`src/rtl/opl_pkg.sv`:
```
// Shared types, constants and coefficient tables for the oxygen percent
// linearizer with moving average. No dependencies; every other file uses it.
`timescale 1ns / 1ps

package opl_pkg;

  // Field widths
  localparam int SAMPLE_W = 12;
  localparam int HUND_W   = 12;
  localparam logic [HUND_W-1:0] HUND_MAX = HUND_W'(2100);

  // Fixed point, 24 fraction bits
  localparam int FRAC_W = 24;
  localparam int DIFF_W = SAMPLE_W + 1;
  localparam int K_W    = 19;
  localparam int X_W    = 32;
  localparam int ACC_W  = 33;
  localparam int PROD_W = ACC_W + X_W;
  localparam int TOP_W  = 29;

  localparam logic signed [K_W-1:0]   SCALE_K   = K_W'(158005);
  localparam logic signed [X_W-1:0]   OFFSET_C0 = X_W'(9400675);
  localparam logic signed [X_W-1:0]   LOW_EDGE  = X_W'(12918456);
  localparam logic signed [X_W-1:0]   TOP_X     = X_W'(352321536);
  localparam logic signed [ACC_W-1:0] TOP_ACC   = ACC_W'(352321536);
  localparam logic [TOP_W-1:0]        TOP_Y     = TOP_W'(352321536);
  localparam logic [6:0]              PCT_SCALE = 7'd100;

  localparam logic [SAMPLE_W-1:0] REF_RESET = SAMPLE_W'(1226);

  // Horner step indexes
  localparam int STEP_W = 3;
  localparam logic [STEP_W-1:0] STEP_FIRST   = STEP_W'(1);
  localparam logic [STEP_W-1:0] CUBIC_LAST   = STEP_W'(3);
  localparam logic [STEP_W-1:0] QUARTIC_LAST = STEP_W'(4);

  // Averaging ring
  localparam int AVG_DEPTH  = 15;
  localparam int SLOT_W     = (AVG_DEPTH > 1) ? $clog2(AVG_DEPTH) : 1;
  localparam int SUM_W      = $clog2(AVG_DEPTH * 2100 + 1);
  localparam int DIV_SHIFT  = SUM_W + SLOT_W;
  localparam int RECIP_W    = DIV_SHIFT + 1;
  localparam logic [RECIP_W-1:0] DIV_RECIP =
      RECIP_W'(((2 ** DIV_SHIFT) + AVG_DEPTH - 1) / AVG_DEPTH);
  localparam logic [SLOT_W-1:0] SLOT_LAST = SLOT_W'(AVG_DEPTH - 1);

  typedef enum logic [2:0] {
    LIN_IDLE,
    LIN_SCALE,
    LIN_REGION,
    LIN_HORNER,
    LIN_FINISH,
    LIN_HOLD
  } lin_state_e;

  typedef enum logic [1:0] {
    RING_IDLE,
    RING_UPDATE,
    RING_MEAN
  } ring_state_e;

  // Linearized word handed from the linearizer to the ring
  typedef struct packed {
    logic              valid;
    logic [HUND_W-1:0] hundredths;
  } lin_word_t;

  typedef logic signed [ACC_W-1:0] coef_t;

  // Cubic for the low region, highest power first
  function automatic coef_t cubic_coef(logic [STEP_W-1:0] idx);
    coef_t c;
    unique case (idx)
      3'd0:    c = ACC_W'(-141415154);
      3'd1:    c = ACC_W'(196461199);
      3'd2:    c = ACC_W'(-31625052);
      3'd3:    c = ACC_W'(2749786);
      default: c = '0;
    endcase
    return c;
  endfunction

  // Quartic for the main region, highest power first
  function automatic coef_t quartic_coef(logic [STEP_W-1:0] idx);
    coef_t c;
    unique case (idx)
      3'd0:    c = ACC_W'(2965);
      3'd1:    c = ACC_W'(-133010);
      3'd2:    c = ACC_W'(1813617);
      3'd3:    c = ACC_W'(9641866);
      3'd4:    c = ACC_W'(23907533);
      default: c = '0;
    endcase
    return c;
  endfunction

endpackage

```
`src/rtl/opl_sample_if.sv`:
```
// Input channel carrying one converter sample word with valid/ready.
// Depends on opl_pkg for the field width.
`timescale 1ns / 1ps

interface opl_sample_if;
  logic                         valid;
  logic                         ready;
  logic [opl_pkg::SAMPLE_W-1:0] lambda_sample;

  modport source (output valid, output lambda_sample, input ready);
  modport sink   (input valid, input lambda_sample, output ready);
endinterface

```
`src/rtl/opl_result_if.sv`:
```
// Output channel carrying one averaged oxygen word with valid/ready.
// Depends on opl_pkg for the field width.
`timescale 1ns / 1ps

interface opl_result_if;
  logic                       valid;
  logic                       ready;
  logic [opl_pkg::HUND_W-1:0] oxygen_hundredths;

  modport source (output valid, output oxygen_hundredths, input ready);
  modport sink   (input valid, input oxygen_hundredths, output ready);
endinterface

```
`src/rtl/oxygen_percent_linearizer_avg.sv`:
```
// Top level of the oxygen percent linearizer with moving average.
// Depends on opl_pkg, opl_sample_if, opl_result_if, opl_linearizer, opl_avg_ring.
`timescale 1ns / 1ps

// One sample word is taken at a time. Before it takes the next one, the
// linearizer runs scale, region select, Horner iterations (cubic or quartic
// region only), finish and a hold that waits for the ring. The Horner
// iterations run one per cycle on the single shared multiplier. The ring
// stage (memory read, write-back, mean) runs behind the linearizer, with the
// mean held in an output register so the next sample is accepted while a
// result waits. The ring is cleared by per-entry fill bits at reset, so no
// clearing pass is needed. lambda_reference resets to 1226; the user writes
// it through cfg_we_i / cfg_data_i only while the block idles; not enforced.

module oxygen_percent_linearizer_avg (
  input  logic                         clk_i,
  input  logic                         rst_ni,
  opl_sample_if.sink                   sample_i,
  opl_result_if.source                 result_o,
  input  logic                         cfg_we_i,
  input  logic [opl_pkg::SAMPLE_W-1:0] cfg_data_i
);

  logic [opl_pkg::SAMPLE_W-1:0] lambda_reference_q;
  opl_pkg::lin_word_t           lin_word;
  logic                         ring_ready;

  // Hold the reference sample register
  always_ff @(posedge clk_i or negedge rst_ni) begin
    if (!rst_ni) begin
      lambda_reference_q <= opl_pkg::REF_RESET;
    end else if (cfg_we_i) begin
      lambda_reference_q <= cfg_data_i;
    end
  end

  opl_linearizer u_lin (
    .clk_i              (clk_i),
    .rst_ni             (rst_ni),
    .sample_valid_i     (sample_i.valid),
    .sample_ready_o     (sample_i.ready),
    .lambda_sample_i    (sample_i.lambda_sample),
    .lambda_reference_i (lambda_reference_q),
    .lin_o              (lin_word),
    .ring_ready_i       (ring_ready)
  );

  opl_avg_ring u_ring (
    .clk_i               (clk_i),
    .rst_ni              (rst_ni),
    .lin_i               (lin_word),
    .ring_ready_o        (ring_ready),
    .result_valid_o      (result_o.valid),
    .result_ready_i      (result_o.ready),
    .oxygen_hundredths_o (result_o.oxygen_hundredths)
  );

endmodule

```
`src/rtl/opl_linearizer.sv`:
```
// Sample-to-percent datapath: offset, linear scale, region select and
// Horner evaluation on one shared multiplier. Depends on opl_pkg.
`timescale 1ns / 1ps

module opl_linearizer (
  input  logic                         clk_i,
  input  logic                         rst_ni,
  input  logic                         sample_valid_i,
  output logic                         sample_ready_o,
  input  logic [opl_pkg::SAMPLE_W-1:0] lambda_sample_i,
  input  logic [opl_pkg::SAMPLE_W-1:0] lambda_reference_i,
  output opl_pkg::lin_word_t           lin_o,
  input  logic                         ring_ready_i
);

  opl_pkg::lin_state_e state_q, state_d;

  logic signed [opl_pkg::DIFF_W-1:0]  diff_q;
  logic signed [opl_pkg::X_W-1:0]     x_q;
  logic signed [opl_pkg::ACC_W-1:0]   acc_q;
  logic [opl_pkg::STEP_W-1:0]         step_q;
  logic                               quartic_q;
  logic [opl_pkg::HUND_W-1:0]         hund_q;

  logic signed [opl_pkg::X_W-1:0]     x_d;
  logic signed [opl_pkg::PROD_W-1:0]  hprod;
  logic signed [opl_pkg::PROD_W-1:0]  hshift;
  logic signed [opl_pkg::ACC_W-1:0]   acc_step;
  opl_pkg::coef_t                     coef;
  logic [opl_pkg::STEP_W-1:0]         step_last;
  logic [opl_pkg::TOP_W-1:0]          y_clamp;
  logic [opl_pkg::TOP_W+6:0]          y_pct;
  logic                               accept;

  assign accept = sample_valid_i && sample_ready_o;

  // Scale the difference to raw percent
  assign x_d = diff_q * opl_pkg::SCALE_K + opl_pkg::OFFSET_C0;

  // One Horner step: floored Q24 product plus next coefficient
  assign coef      = quartic_q ? opl_pkg::quartic_coef(step_q) : opl_pkg::cubic_coef(step_q);
  assign step_last = quartic_q ? opl_pkg::QUARTIC_LAST : opl_pkg::CUBIC_LAST;
  assign hprod     = acc_q * x_q;
  assign hshift    = hprod >>> opl_pkg::FRAC_W;
  assign acc_step  = $signed(hshift[opl_pkg::ACC_W-1:0]) + coef;

  // Clamp to 0..21 percent and convert to hundredths
  always_comb begin
    if (acc_q < 0) begin
      y_clamp = '0;
    end else if (acc_q > opl_pkg::TOP_ACC) begin
      y_clamp = opl_pkg::TOP_Y;
    end else begin
      y_clamp = acc_q[opl_pkg::TOP_W-1:0];
    end
  end
  assign y_pct = y_clamp * opl_pkg::PCT_SCALE;

  // Next state
  always_comb begin
    state_d = state_q;
    unique case (state_q)
      opl_pkg::LIN_IDLE: begin
        if (sample_valid_i) state_d = opl_pkg::LIN_SCALE;
      end
      opl_pkg::LIN_SCALE:  state_d = opl_pkg::LIN_REGION;
      opl_pkg::LIN_REGION: begin
        if (x_q < 0 || x_q >= opl_pkg::TOP_X) begin
          state_d = opl_pkg::LIN_FINISH;
        end else begin
          state_d = opl_pkg::LIN_HORNER;
        end
      end
      opl_pkg::LIN_HORNER: begin
        if (step_q == step_last) state_d = opl_pkg::LIN_FINISH;
      end
      opl_pkg::LIN_FINISH: state_d = opl_pkg::LIN_HOLD;
      opl_pkg::LIN_HOLD: begin
        if (ring_ready_i) state_d = opl_pkg::LIN_IDLE;
      end
      default: state_d = opl_pkg::LIN_IDLE;
    endcase
  end

  // Outputs
  always_comb begin
    sample_ready_o   = (state_q == opl_pkg::LIN_IDLE);
    lin_o.valid      = (state_q == opl_pkg::LIN_HOLD);
    lin_o.hundredths = hund_q;
  end

  always_ff @(posedge clk_i or negedge rst_ni) begin
    if (!rst_ni) begin
      state_q <= opl_pkg::LIN_IDLE;
    end else begin
      state_q <= state_d;
    end
  end

  // Datapath registers
  always_ff @(posedge clk_i) begin
    if (accept) begin
      diff_q <= $signed({1'b0, lambda_sample_i}) - $signed({1'b0, lambda_reference_i});
    end
    unique case (state_q)
      opl_pkg::LIN_SCALE: x_q <= x_d;
      opl_pkg::LIN_REGION: begin
        step_q    <= opl_pkg::STEP_FIRST;
        quartic_q <= (x_q >= opl_pkg::LOW_EDGE);
        if (x_q < 0) begin
          acc_q <= '0;
        end else if (x_q < opl_pkg::LOW_EDGE) begin
          acc_q <= opl_pkg::cubic_coef('0);
        end else if (x_q < opl_pkg::TOP_X) begin
          acc_q <= opl_pkg::quartic_coef('0);
        end else begin
          acc_q <= opl_pkg::TOP_ACC;
        end
      end
      opl_pkg::LIN_HORNER: begin
        acc_q  <= acc_step;
        step_q <= step_q + 1'b1;
      end
      opl_pkg::LIN_FINISH: hund_q <= y_pct[opl_pkg::FRAC_W +: opl_pkg::HUND_W];
      default: ;
    endcase
  end

endmodule

```
`src/rtl/opl_avg_ring.sv`:
```
// History ring memory with running sum and mean by reciprocal multiply,
// ending in the output register. Depends on opl_pkg.
`timescale 1ns / 1ps

module opl_avg_ring (
  input  logic                       clk_i,
  input  logic                       rst_ni,
  input  opl_pkg::lin_word_t         lin_i,
  output logic                       ring_ready_o,
  output logic                       result_valid_o,
  input  logic                       result_ready_i,
  output logic [opl_pkg::HUND_W-1:0] oxygen_hundredths_o
);

  opl_pkg::ring_state_e state_q, state_d;

  logic [opl_pkg::HUND_W-1:0]    ring_mem [opl_pkg::AVG_DEPTH];
  logic [opl_pkg::AVG_DEPTH-1:0] filled_q;
  logic [opl_pkg::HUND_W-1:0]    rd_data_q;
  logic                          rd_filled_q;
  logic [opl_pkg::HUND_W-1:0]    val_q;
  logic [opl_pkg::SLOT_W-1:0]    slot_q;
  logic [opl_pkg::SUM_W-1:0]     sum_q;
  logic                          out_valid_q;
  logic [opl_pkg::HUND_W-1:0]    out_data_q;

  logic                                   accept;
  logic                                   out_free;
  logic [opl_pkg::HUND_W-1:0]             old_val;
  logic [opl_pkg::SUM_W-1:0]              sum_d;
  logic [opl_pkg::SUM_W+opl_pkg::RECIP_W-1:0] mean_prod;

  assign accept   = lin_i.valid && ring_ready_o;
  assign out_free = !out_valid_q || result_ready_i;

  // Never-written entries count as zero
  assign old_val   = rd_filled_q ? rd_data_q : '0;
  assign sum_d     = sum_q - opl_pkg::SUM_W'(old_val) + opl_pkg::SUM_W'(val_q);
  assign mean_prod = sum_q * opl_pkg::DIV_RECIP;

  // Next state
  always_comb begin
    state_d = state_q;
    unique case (state_q)
      opl_pkg::RING_IDLE: begin
        if (lin_i.valid) state_d = opl_pkg::RING_UPDATE;
      end
      opl_pkg::RING_UPDATE: state_d = opl_pkg::RING_MEAN;
      opl_pkg::RING_MEAN: begin
        if (out_free) state_d = opl_pkg::RING_IDLE;
      end
      default: state_d = opl_pkg::RING_IDLE;
    endcase
  end

  // Outputs
  always_comb begin
    ring_ready_o        = (state_q == opl_pkg::RING_IDLE);
    result_valid_o      = out_valid_q;
    oxygen_hundredths_o = out_data_q;
  end

  // Ring memory: read the slot on accept, write it back in the cycle after.
  // Items are handled one at a time, so a read never overlaps a write.
  always_ff @(posedge clk_i) begin
    if (accept) begin
      rd_data_q <= ring_mem[slot_q];
      val_q     <= lin_i.hundredths;
    end
    if (state_q == opl_pkg::RING_UPDATE) begin
      ring_mem[slot_q] <= val_q;
    end
  end

  // Control, fill bits, sum and output register
  always_ff @(posedge clk_i or negedge rst_ni) begin
    if (!rst_ni) begin
      state_q     <= opl_pkg::RING_IDLE;
      filled_q    <= '0;
      rd_filled_q <= 1'b0;
      slot_q      <= '0;
      sum_q       <= '0;
      out_valid_q <= 1'b0;
    end else begin
      state_q <= state_d;
      if (accept) begin
        rd_filled_q <= filled_q[slot_q];
      end
      if (state_q == opl_pkg::RING_UPDATE) begin
        filled_q[slot_q] <= 1'b1;
        sum_q            <= sum_d;
        slot_q           <= (slot_q == opl_pkg::SLOT_LAST) ? '0 : slot_q + 1'b1;
      end
      // Drop the word once taken, load the new mean when free
      if (state_q == opl_pkg::RING_MEAN && out_free) begin
        out_valid_q <= 1'b1;
      end else if (result_ready_i) begin
        out_valid_q <= 1'b0;
      end
    end
  end

  always_ff @(posedge clk_i) begin
    if (state_q == opl_pkg::RING_MEAN && out_free) begin
      out_data_q <= mean_prod[opl_pkg::DIV_SHIFT +: opl_pkg::HUND_W];
    end
  end

endmodule

```
`src/flat_wrapper.sv`:
```
// flat-port wrapper written by rule: the top's interface ports become plain ports
module oxygen_percent_linearizer_avg_flat 
  (clk_i, rst_ni, cfg_we_i, cfg_data_i, sample_i_valid, sample_i_lambda_sample, sample_i_ready, result_o_valid, result_o_oxygen_hundredths, result_o_ready);
  opl_sample_if sample_i_i ();
  opl_result_if result_o_i ();
  input  logic clk_i;
  input  logic rst_ni;
  input  logic cfg_we_i;
  input  logic [opl_pkg::SAMPLE_W-1:0] cfg_data_i;
  input wire logic [$bits(sample_i_i.valid)-1:0] sample_i_valid;
  input wire logic [$bits(sample_i_i.lambda_sample)-1:0] sample_i_lambda_sample;
  output wire logic [$bits(sample_i_i.ready)-1:0] sample_i_ready;
  output wire logic [$bits(result_o_i.valid)-1:0] result_o_valid;
  output wire logic [$bits(result_o_i.oxygen_hundredths)-1:0] result_o_oxygen_hundredths;
  input wire logic [$bits(result_o_i.ready)-1:0] result_o_ready;
  assign sample_i_i.valid = sample_i_valid;
  assign sample_i_i.lambda_sample = sample_i_lambda_sample;
  assign sample_i_ready = sample_i_i.ready;
  assign result_o_valid = result_o_i.valid;
  assign result_o_oxygen_hundredths = result_o_i.oxygen_hundredths;
  assign result_o_i.ready = result_o_ready;
  oxygen_percent_linearizer_avg u_core (.clk_i(clk_i), .rst_ni(rst_ni), .sample_i(sample_i_i), .result_o(result_o_i), .cfg_we_i(cfg_we_i), .cfg_data_i(cfg_data_i));
endmodule
```
`config.mk`:
```
export PLATFORM = sky130hd
export DESIGN_NAME = oxygen_percent_linearizer_avg_flat
export DESIGN_NICKNAME = d
export VERILOG_FILES = /design/src/rtl/opl_pkg.sv /design/src/rtl/opl_sample_if.sv /design/src/rtl/opl_result_if.sv /design/src/rtl/oxygen_percent_linearizer_avg.sv /design/src/rtl/opl_linearizer.sv /design/src/rtl/opl_avg_ring.sv /design/src/flat_wrapper.sv
export SDC_FILE = /design/constraint.sdc
export NUM_CORES = 2
export LEC_CHECK = 0
export ABC_AREA = 0
export BUFFER_PORTS_ARGS = -buffer_cell sky130_fd_sc_hd__buf_2
export CORE_UTILIZATION = 37
export DETAILED_ROUTE_END_ITERATION = 10
export HOLD_SLACK_MARGIN = 0.05
export PLACE_DENSITY = 0.53
export SLEW_MARGIN = 20
export SYNTH_ARGS = -nofsm -noshare
export SYNTH_HDL_FRONTEND = slang
export SYNTH_SLANG_ARGS = --single-unit
```
`constraint.sdc`:
```
create_clock -name clk_i -period 11.7 [get_ports clk_i]
set_input_delay 2.34 -clock clk_i [delete_from_list [all_inputs] [get_ports clk_i]]
set_output_delay 2.34 -clock clk_i [all_outputs]
set_load 0.005 [all_outputs]
```
==> metrics <==
Layout Cells excl Fill 7796; syn_nets 7467; Final Setup Violations 0; Routed Antenna Nets 0; first-pass GRT wire length 250 mm; post-synthesis sequential area ratio 18.0%; CTS tree built; cell area after synthesis 0.0590 mm^2; Tcrit/Tclk final 92.7%; synth unique cells 72; Final TNS setup 0 ns; DR iter-0 viols 2480; Mapped Cells 5756; CTS buffer count 45; die width 401 um; drt pass-1 iters 5; Synth area leaders fa_1 (39%), edfxtp_1 (16%), ha_1 (12%); crit path to u_core.u_lin.acc_q[31]$_DFFE_PP_; maxcap violations 0; largest net degree at the start of global routing 58; status complete, no violations; wire per inst 20.3 um; worst slew pin tran 1.18 ns; PnR worst setup slack 0.855 ns; H-tree depth reported by CTS 2; number of synthesis warnings 0; placed cells 7713; CP Data Arrival Time 11.17 ns; io pins 43; R2R setup slack 0.85 ns; hpwl dp 125 mm; vias in the first global route 42100; area leader, netlist fa_1; core area 0.158 mm^2; Syn-to-layout area delta 6.96%; Worst setup startpoint u_core.u_lin.x_q[2]$_DFFE_PP_; CTS resizes 0; gr ovfl total 0; clk_skew 0.0297 ns; critical path's most frequent cell fa_1; root buffer cell clkbuf_16; Synth Flop Type edfxtp_1; critical path class flip-flop to flip-flop; R2R cell count 33; EDFF count, synth 310; RSZ-0062 raised after global routing false; DR vias/cell 4.97; initial core utilization 37.3%; placement row count 146; hold_buf cts 0; CP Max Fanout 22; Hold Path Class flip-flop to flip-flop; Hold Fails Final Rpt 0; Port Buf Inserts 42; Final Hold Slack 0.409 ns; Die Ht 401 um; Skew-Pair Late Insertion Delay 0.63 ns; post-synthesis register bit count 363; share of cells above drive strength 1 5.33%; Worst Setup End Kind flip-flop; gp weighted congestion 0.886; drt total wl 158 mm; DRC violations left 0; initial antenna violation count 3; clk buf depth 3; minimum clock period 10.85 ns; post-CTS setup repair buffer count 0; DP Worst Slack 0.827 ns; reg2reg end u_core.u_lin.acc_q[31]$_DFFE_PP_; Post-synth ARST share 14.6%; nets 7400; Rel. slew slack 21.0%; required time of the critical path 12.03 ns; Max Slew Vio Count 0; DR vias 38800; Die ar. 0.161 mm^2; Avg Inst Size Synth 10.3 um^2; Yosys top cell area share 38.5%; Max Clock Freq 92.2 MHz; GRT Total Usage 20.2%; Slowest-stage cell, CP edfxtp_1; commonest cells in the netlist inv_1 (1304), fa_1 (1136), nand2_1 (623), ha_1 (546), and2_1 (543); reg-to-reg startpoint u_core.u_lin.x_q[2]$_DFFE_PP_; Clock Pin Slew Worst Setup and Hold Paths 0.06 ns; most frequent cell after synthesis inv_1; type of origin of the critical path flip-flop; slowest stage delay, CP 1.07 ns; TritonCTS Sinks 363
==> flip-flops by register name, summed over array words and instances (netlist names) <==
name / count
u_core.u_ring.rd_data_q: 12
u_core.u_lin.x_q: 32
u_core.u_lin.acc_q: 33
u_core.u_ring.result_valid_o: 1
u_core.u_ring.val_q: 12
u_core.u_lin.state_q: 3
u_core.u_lin.diff_q: 13
u_core.u_ring.sum_q: 15
u_core.u_lin.step_q: 3
u_core.u_lin.quartic_q: 1
u_core.u_ring.rd_filled_q: 1
u_core.u_ring.oxygen_hundredths_o: 12
u_core.u_lin.hund_q: 12
u_core.u_ring.slot_q: 4
u_core.lambda_reference_q: 12
u_core.u_ring.state_q: 2
u_core.u_ring.ring_mem: 180
u_core.u_ring.filled_q: 15
==> kinds of logic (layout without fill, tap and decap cells) <==
family / Yosys count / count (layout) / share of synthesized area, %
and+or+nand+nor: 1495 / 1495 / 12.7
buffers and inverters: 1555 / 1521 / 9.89
muxes: 70 / 70 / 2.29
DFF: 363 / 363 / 18.0
adders and majority gates: 1682 / 1682 / 50.1
xor gates and xnor gates: 152 / 152 / 2.28
AOI/OAI and AO/OA: 439 / 439 / 4.70
other: 0 / 2 / 0
==> cell usage in the layout, fill, tap and decap left out, types with 11 or more instances in the layout <==
master | netlist | routed
clkbuf_16 | 0 | 46
nand4_1 | 17 | 17
fa_1 | 1136 | 1136
nor2b_1 | 29 | 29
o21ai_0 | 124 | 124
nor4_1 | 13 | 13
o21a_1 | 19 | 19
nand3_1 | 20 | 20
nand2b_1 | 25 | 25
and2_1 | 543 | 543
buf_4 | 0 | 94
dfrtp_1 | 48 | 46
nor2_1 | 123 | 116
buf_2 | 1 | 42
a211oi_1 | 15 | 15
and3_1 | 15 | 15
a21oi_1 | 123 | 123
clkinv_1 | 0 | 11
nand2_1 | 623 | 623
a21o_1 | 67 | 67
or2_2 | 24 | 24
nor3_1 | 31 | 27
mux4_2 | 52 | 52
xor2_1 | 56 | 56
ha_1 | 546 | 546
edfxtp_1 | 310 | 310
or3_1 | 11 | 11
inv_1 | 1304 | 1304
xnor2_1 | 95 | 95
o21bai_1 | 13 | 13
mux2i_1 | 16 | 16
==> how the worst min path moves through the flow <==
stage / start / to / slack [ns] / cells past startpoint
global placement: u_core.u_lin.hund_q[2]$_DFFE_PP_ / u_core.u_ring.val_q[2]$_DFFE_PP_ / 0.40 / 0
floorplan: u_core.u_lin.hund_q[0]$_DFFE_PP_ / u_core.u_ring.val_q[0]$_DFFE_PP_ / 0.40 / 0
finish: u_core.u_lin.hund_q[4]$_DFFE_PP_ / u_core.u_ring.val_q[4]$_DFFE_PP_ / 0.41 / 0
global route: u_core.u_lin.hund_q[4]$_DFFE_PP_ / u_core.u_ring.val_q[4]$_DFFE_PP_ / 0.42 / 0
detailed placement: u_core.u_lin.hund_q[6]$_DFFE_PP_ / u_core.u_ring.val_q[6]$_DFFE_PP_ / 0.41 / 0
CTS: u_core.u_lin.hund_q[6]$_DFFE_PP_ / u_core.u_ring.val_q[6]$_DFFE_PP_ / 0.42 / 0
==> metrics by stage <==
step                      cell area (um^2)  utilization [%]
after floorplan                      59000                -
after global placement               61600             38.9
after detailed placement             61600             38.9
after CTS                            63100             39.8
after global routing                 63100             39.8
final                                63100             39.8
==> final cells by class <==
type                       count  area [um^2]
antenna                        2         5.00
clock buffer                  54         1160
clock inverter                26          273
fill                       15600        95300
inverter                    1304         4890
multi-input combinational   3838        42600
sequential                   363        10600
tap                         2072         2590
timing repair buffer         137          941
==> metal layers <==
layer  GRT usage (%)  up-vias  share of wire [%]
li1                -    17400                  -
met1            28.9    20300                 46
met2            32.7      882                 47
met3            1.97      180                4.7
met4            5.22        0                2.6
met5               0        -                  0
==> worst max-delay path, delay by kind of cell, from the launching register on <==
kind	cells	cell delay (ns)
flip-flops	1	1.07
XOR/XNOR	2	0.29
AND/OR/NAND/NOR	4	1.01
adder cells (fa/ha/maj)	10	4.53
buffers and inverters	4	0.19
AO/OA/AOI/OAI	13	3.40
Power is left out: the tool's default activity adds up to more than one toggle a clock period on the data nets, which glitch-free logic cannot reach.
